<file path="src/hdl/mse_pkg.sv">
// Shared types and constants for the MIPS integer subset execute block.
// No dependencies; used by mse_exec and mips_subset_instruction_execute.
`timescale 1ns / 1ps

package mse_pkg;

  typedef logic [31:0] word_t;
  typedef logic [4:0]  reg_idx_t;

  // Primary opcodes
  localparam logic [5:0] OP_SPECIAL = 6'd0;
  localparam logic [5:0] OP_J       = 6'd2;
  localparam logic [5:0] OP_JAL     = 6'd3;
  localparam logic [5:0] OP_ADDI    = 6'd8;
  localparam logic [5:0] OP_ADDIU   = 6'd9;

  // SPECIAL funct codes
  localparam logic [5:0] FN_SYSCALL = 6'd12;
  localparam logic [5:0] FN_ADD     = 6'd32;
  localparam logic [5:0] FN_ADDU    = 6'd33;
  localparam logic [5:0] FN_SUB     = 6'd34;
  localparam logic [5:0] FN_SUBU    = 6'd35;
  localparam logic [5:0] FN_AND     = 6'd36;

  localparam reg_idx_t REG_ZERO = 5'd0;
  localparam reg_idx_t REG_V0   = 5'd2;
  localparam reg_idx_t REG_RA   = 5'd31;

  localparam word_t EXIT_CODE      = 32'd10;
  localparam word_t PC_STEP        = 32'd4;
  localparam word_t START_PC_RESET = 32'h0040_0000;

  // Retire information for one instruction
  typedef struct packed {
    word_t    next_pc;
    logic     we;
    reg_idx_t widx;
    word_t    wval;
    logic     halt_set;
  } exec_result_t;

endpackage

</file>
<file path="src/hdl/mse_exec.sv">
// Decode and execute logic for one instruction (purely combinational).
// Depends on mse_pkg for opcodes, funct codes and the result struct.
`timescale 1ns / 1ps

module mse_exec (
  input  mse_pkg::word_t        instr,
  input  mse_pkg::word_t        pc,
  input  mse_pkg::word_t        rs_val,
  input  mse_pkg::word_t        rt_val,
  input  mse_pkg::word_t        v0_val,
  input  logic                  halted,
  output mse_pkg::exec_result_t res
);

  logic [5:0]        opcode;
  logic [5:0]        funct;
  mse_pkg::reg_idx_t rt_idx;
  mse_pkg::reg_idx_t rd_idx;
  mse_pkg::word_t    imm_ext;
  mse_pkg::word_t    pc_plus4;
  mse_pkg::word_t    jump_target;
  logic              wr;
  mse_pkg::reg_idx_t wr_idx;
  mse_pkg::word_t    wr_val;

  assign opcode      = instr[31:26];
  assign funct       = instr[5:0];
  assign rt_idx      = instr[20:16];
  assign rd_idx      = instr[15:11];
  assign imm_ext     = {{16{instr[15]}}, instr[15:0]};
  assign pc_plus4    = pc + mse_pkg::PC_STEP;
  // top nibble of the current PC, then the 26-bit word target
  assign jump_target = {pc[31:28], instr[25:0], 2'b00};

  always_comb begin
    res          = '0;
    res.next_pc  = pc_plus4;
    wr           = 1'b0;
    wr_idx       = mse_pkg::REG_ZERO;
    wr_val       = '0;
    if (halted) begin
      res.next_pc = pc;
    end else begin
      unique case (opcode)
        mse_pkg::OP_SPECIAL: begin
          unique case (funct)
            mse_pkg::FN_AND: begin
              wr = 1'b1; wr_idx = rd_idx; wr_val = rs_val & rt_val;
            end
            mse_pkg::FN_SUB, mse_pkg::FN_SUBU: begin
              wr = 1'b1; wr_idx = rd_idx; wr_val = rs_val - rt_val;
            end
            mse_pkg::FN_ADD, mse_pkg::FN_ADDU: begin
              wr = 1'b1; wr_idx = rd_idx; wr_val = rs_val + rt_val;
            end
            mse_pkg::FN_SYSCALL: begin
              res.halt_set = (v0_val == mse_pkg::EXIT_CODE);
            end
            default: ;
          endcase
        end
        mse_pkg::OP_ADDI, mse_pkg::OP_ADDIU: begin
          wr = 1'b1; wr_idx = rt_idx; wr_val = rs_val + imm_ext;
        end
        mse_pkg::OP_J: begin
          res.next_pc = jump_target;
        end
        mse_pkg::OP_JAL: begin
          res.next_pc = jump_target;
          wr = 1'b1; wr_idx = mse_pkg::REG_RA; wr_val = pc_plus4;
        end
        default: ;
      endcase
    end
    // $zero is never written
    if (wr && (wr_idx != mse_pkg::REG_ZERO)) begin
      res.we   = 1'b1;
      res.widx = wr_idx;
      res.wval = wr_val;
    end
  end

endmodule

</file>
<file path="src/hdl/mips_subset_instruction_execute.sv">
// Top level of the MIPS integer subset execute block.
// Depends on mse_pkg and mse_exec.
`timescale 1ns / 1ps

// Usage
//   Input channel (in_valid/in_ready, instr_word): one request per fetched
//   instruction word at the current PC. Output channel (out_valid/out_ready):
//   one result per request with next_pc, the write-back (write_enable,
//   write_index, write_value) and the halt flag.
//   Config channel (cfg_valid/cfg_ready, cfg_data): start_pc. Always ready.
//   start_pc returns to 0x0040_0000 at every reset, so a write leaves no
//   visible state.
// Timing
//   The accept edge registers the word and the two register file reads; the
//   commit edge registers the result. Throughput one request per cycle while
//   out_ready is high. The register file write of one instruction and the
//   read of the next share an edge, so that read is bypassed.
// Reset
//   Synchronous: PC = 0x0040_0000, halt clear, every register reads as zero
//   (per-entry valid bits, no clearing pass), pipeline empty.
// Stall
//   While out_ready is low, the result holds; one more request may sit in
//   the execute stage, after which in_ready drops. After an exit syscall,
//   requests are still taken and answered with the unchanged PC and halt.

module mips_subset_instruction_execute (
  input  logic        clk,
  input  logic        rst,
  input  logic        in_valid,
  output logic        in_ready,
  input  logic [31:0] instr_word,
  output logic        out_valid,
  input  logic        out_ready,
  output logic [31:0] next_pc,
  output logic        write_enable,
  output logic [4:0]  write_index,
  output logic [31:0] write_value,
  output logic        halt,
  input  logic        cfg_valid,
  output logic        cfg_ready,
  input  logic [31:0] cfg_data
);

  // Register file storage: two read ports (rs, rt), one write port
  mse_pkg::word_t rf_mem [32];
  logic [31:0]    rf_valid;

  // Execute stage
  logic              ex_valid;
  mse_pkg::word_t    ex_instr;
  mse_pkg::word_t    rd_a;
  mse_pkg::word_t    rd_b;
  logic              a_vld;
  logic              b_vld;
  logic              a_fwd;
  logic              b_fwd;
  mse_pkg::word_t    fwd_val;

  // Architectural state
  mse_pkg::word_t    pc;
  logic              halted;
  mse_pkg::word_t    v0;     // copy of register 2 for the syscall check

  logic                  in_fire;
  logic                  commit;
  logic                  wb_hit;
  mse_pkg::reg_idx_t     rs_in;
  mse_pkg::reg_idx_t     rt_in;
  mse_pkg::word_t        a_op;
  mse_pkg::word_t        b_op;
  mse_pkg::exec_result_t res;

  assign rs_in    = instr_word[25:21];
  assign rt_in    = instr_word[20:16];
  assign commit   = ex_valid && (!out_valid || out_ready);
  assign in_ready = !ex_valid || commit;
  assign in_fire  = in_valid && in_ready;
  assign wb_hit   = commit && res.we;

  // start_pc has no state that outlives reset; writes are simply taken
  assign cfg_ready = 1'b1;

  assign a_op = a_fwd ? fwd_val : (a_vld ? rd_a : '0);
  assign b_op = b_fwd ? fwd_val : (b_vld ? rd_b : '0);

  mse_exec u_exec (
    .instr  (ex_instr),
    .pc     (pc),
    .rs_val (a_op),
    .rt_val (b_op),
    .v0_val (v0),
    .halted (halted),
    .res    (res)
  );

  // Register file array: write-back and registered reads
  always_ff @(posedge clk) begin
    if (wb_hit) begin
      rf_mem[res.widx] <= res.wval;
    end
    if (in_fire) begin
      rd_a <= rf_mem[rs_in];
      rd_b <= rf_mem[rt_in];
    end
  end

  // Execute stage payload, with bypass of the write retiring this edge
  always_ff @(posedge clk) begin
    if (in_fire) begin
      ex_instr <= instr_word;
      a_vld    <= rf_valid[rs_in];
      b_vld    <= rf_valid[rt_in];
      a_fwd    <= wb_hit && (res.widx == rs_in);
      b_fwd    <= wb_hit && (res.widx == rt_in);
      fwd_val  <= res.wval;
    end
  end

  // Control and architectural state
  always_ff @(posedge clk) begin
    if (rst) begin
      ex_valid  <= 1'b0;
      out_valid <= 1'b0;
      rf_valid  <= '0;
      pc        <= mse_pkg::START_PC_RESET;
      halted    <= 1'b0;
      v0        <= '0;
    end else begin
      if (in_fire) begin
        ex_valid <= 1'b1;
      end else if (commit) begin
        ex_valid <= 1'b0;
      end
      if (commit) begin
        out_valid <= 1'b1;
      end else if (out_ready) begin
        out_valid <= 1'b0;
      end
      if (commit) begin
        pc     <= res.next_pc;
        halted <= halted | res.halt_set;
      end
      if (wb_hit) begin
        rf_valid[res.widx] <= 1'b1;
        if (res.widx == mse_pkg::REG_V0) begin
          v0 <= res.wval;
        end
      end
    end
  end

  // Result register
  always_ff @(posedge clk) begin
    if (commit) begin
      next_pc      <= res.next_pc;
      write_enable <= res.we;
      write_index  <= res.widx;
      write_value  <= res.wval;
      halt         <= halted | res.halt_set;
    end
  end

endmodule
</file>
<file path="config.mk">
export PLATFORM = sky130hd
export DESIGN_NAME = mips_subset_instruction_execute
export DESIGN_NICKNAME = d
export VERILOG_FILES = /design/src/hdl/mse_pkg.sv /design/src/hdl/mse_exec.sv /design/src/hdl/mips_subset_instruction_execute.sv
export SDC_FILE = /design/constraint.sdc
export NUM_CORES = 2
export LEC_CHECK = 0
export BUFFER_PORTS_ARGS = -buffer_cell sky130_fd_sc_hd__buf_2
export CAP_MARGIN = 10
export CORE_MARGIN = 10
export CORE_UTILIZATION = 63
export CTS_CLUSTER_DIAMETER = 100
export DETAILED_ROUTE_END_ITERATION = 8
export PLACE_DENSITY = 0.88
export SYNTH_ARGS = -nofsm -noshare
export SYNTH_HDL_FRONTEND = slang
export SYNTH_HIERARCHICAL = 1
export SYNTH_SLANG_ARGS = --single-unit
</file>
<file path="constraint.sdc">
create_clock -name clk -period 7.4 [get_ports clk]
set_clock_uncertainty 0.1 [all_clocks]
set_input_delay 1.85 -clock clk [delete_from_list [all_inputs] [get_ports clk]]
set_output_delay 1.85 -clock clk [all_outputs]
set_load 0.02 [all_outputs]
</file>
==> out/qor.yml <==
grt-ovfl-total: 0
placed_cells: 6518
synthesis.nets: 5394
drt-pass1-iter-count: 9
p_leak_uw: 0.0288
gp_congestion: 0.978
fp.dieH_um: 344
start_util_pct: 63.7
clock.fmax_mhz: 153
final_common_cell: "edfxtp_1"
grt_pass1_vias: 48891
ys_async_sr_fraction_pct: 0
status: "finished clean"
synth_xor_area_share_pct: 1.49
tightest_slew_ps: 1290
yosysSeqAreaShare_pct: 58.6
drc: 0
end_kind: "register"
r2r-start: "b_fwd"
grt_max_degree: 131
hold_viol: 0
seq_area_um2: 38800
placementRows: 118
fillers: 6478
via_per_inst: 7.36
fin_crit_ps: 6510
synth_area_um2: 66200
die_x_um: 344
routed_wl_um: 211000
drt_iter0_drc: 7514
vias: 49847
synthAdderAreaFrac_pct: 1.40
finalCritPeriodShare_pct: 88.0
io_buffers: 108
hold_slack_ps: 361
finalMaxSlewViolations: 0
timing.setup.tns_ps: 0
antenna_found_initial: 10
synth_ff_type: "edfxtp_1"
top_usage_layer: "met2"
slew-limit-headroom_pct: 14.1
final_cells: 6770
netlist_instances: 5252
path_clk_slew_ps: 60
required_ps: 7980
grtUsageTotal_pct: 34.2
avgSynthCellArea_um2: 12.6
arrival_ps: 7090
use_met1_pct: 40.7
cts_root_buf: "clkbuf_16"
clk_latency_ps: 770
numCtsBuffers: 137
use_met2_pct: 52.4
finalPower_uw: 16600
ir_drop_uv: 246
power.density_nw_per_um2: 228
yosysUniqueCellTypes: 85
postCtsHoldBufs: 0
syn_to_final_growth_pct: 10.2
post_cts_buffers: 0
min-delay-start: "v0[30]"
die_area_um2: 118000
layout_common_cells: "edfxtp_1 (1227), mux2i_1 (1065), nand2_1 (421), a21oi_1 (388), nand3_1 (248)"
cts_max_level: 4
core_area_um2: 104000
ys_seq_elements: 1326
critPathLaunchType: "register"
use_met3_pct: 11.2
routedWlPerCell_um: 31.1
setup_viol: 0
drive_above_1_share_pct: 10.9
yosysWarnings: 6
clockBufferDepth: 3
drv_cap: 0
synth_compound_area_share_pct: 11.7
yosys.area_share.simple_pct: 7.77
rsz0062_at_grt: "no"
clock-sinks: 1326
critPathMaxFanout: 35
ant_nets: 0
synth_mux_area_share_pct: 16.2
fin_nets: 5420
hp-class: "reg2reg"
critPathKind: "reg2reg"
synth_edf_count: 1227
ios: 143
cts_resized: 0
multiInputGateArea_um2: 26000
post-dp-hpwl_um: 124000
synth_top_family_by_area: "multiplexers"
crit_start: "b_fwd"
cts_tree: "yes"
grt_pass1_wl_um: 303000
## synthesized netlist by cell type (45+ instances only)
cell / instances / area share [%]
dfxtp_1: 99 / 3.0
nand3_1: 248 / 1.9
o21ai_0: 78 / 0.59
ha_1: 71 / 1.3
edfxtp_1: 1227 / 56
nor2_1: 176 / 1.0
xor2_1: 45 / 0.60
nand2_1: 423 / 2.4
a22oi_1: 205 / 2.3
a31oi_1: 85 / 0.80
buf_2: 120 / 0.91
a22o_1: 196 / 2.6
a21oi_1: 393 / 3.0
clkbuf_1: 176 / 1.0
xnor2_1: 68 / 0.90
mux2i_1: 1065 / 16
nor3_1: 97 / 0.73
## worst paths after layout
path	end	slack (ps)	depth (start not counted)
worst max-delay path	v0[31]	890	20
worst min-delay path	v0[30]	360	2
worst max register to register	v0[31]	890	20
worst min register to register	v0[30]	360	2
## sequential cells by signal (all words and copies together), names as in the netlist, 5 cells and up
signal / count
ex_instr: 32
rd_b: 32
rd_a: 32
rf_valid: 32
write_index: 5
pc: 32
next_pc: 32
rf_mem: 1024
write_value: 32
v0: 32
fwd_val: 32
## final cells by class
class	count	area share [%]
timing repair buffer	267	2.74
inverter	24	0.134
antenna	3	0.0103
multi-input combinational	3522	35.6
clock inverter	65	0.674
sequential	1326	53.2
clock buffer	183	5.29
tap	1380	2.37
## worst max-delay path: stages, from the launching register on
cell and delay (ps):
edfxtp_1 330, buf_4 340, nor2b_2 220, a22o_1 310, nor4_2 490, nand4b_1 390, or3_1 500, or3_1 430
o31ai_1 260, xnor2_1 110, ha_1 440, nand4_1 170, or3_1 420, a211oi_1 410, a2111o_1 230, o221ai_1 190
xnor2_1 200, o221ai_2 170, buf_4 400, nand2_1 130, a21oi_1 170
## routing by layer
| layer | routed length, µm | vias up |
|---|---|---|
| met1 | 69000 | 23659 |
| met5 | 38 | - |
| met2 | 92700 | 4670 |
| met4 | 16700 | 6 |
| met3 | 32100 | 1070 |
| li1 | - | 20442 |
## through the flow
step,util [%],instance area [µm²],setup WS (ps)
floorplan,-,66200,1490
global placement,66.0,68600,916
detailed placement,66.0,68600,721
CTS,70.2,73000,663
global route,70.2,73000,611
finish,70.2,73000,885
## cell families after synthesis
logic type,count (synthesis)
adders and majority gates,73
buffers and inverters,404
and+or+nand+nor,1114
xor gates and xnor gates,113
other,1
DFF,1326
muxes,1068
AOI/OAI and AO/OA,1153
## power breakdown
part / switching, µW / internal (µW)
sequential: 47.0 / 8160
combinational: 1090 / 575
clock: 2920 / 3820
(Power assumes the default switching activity.)
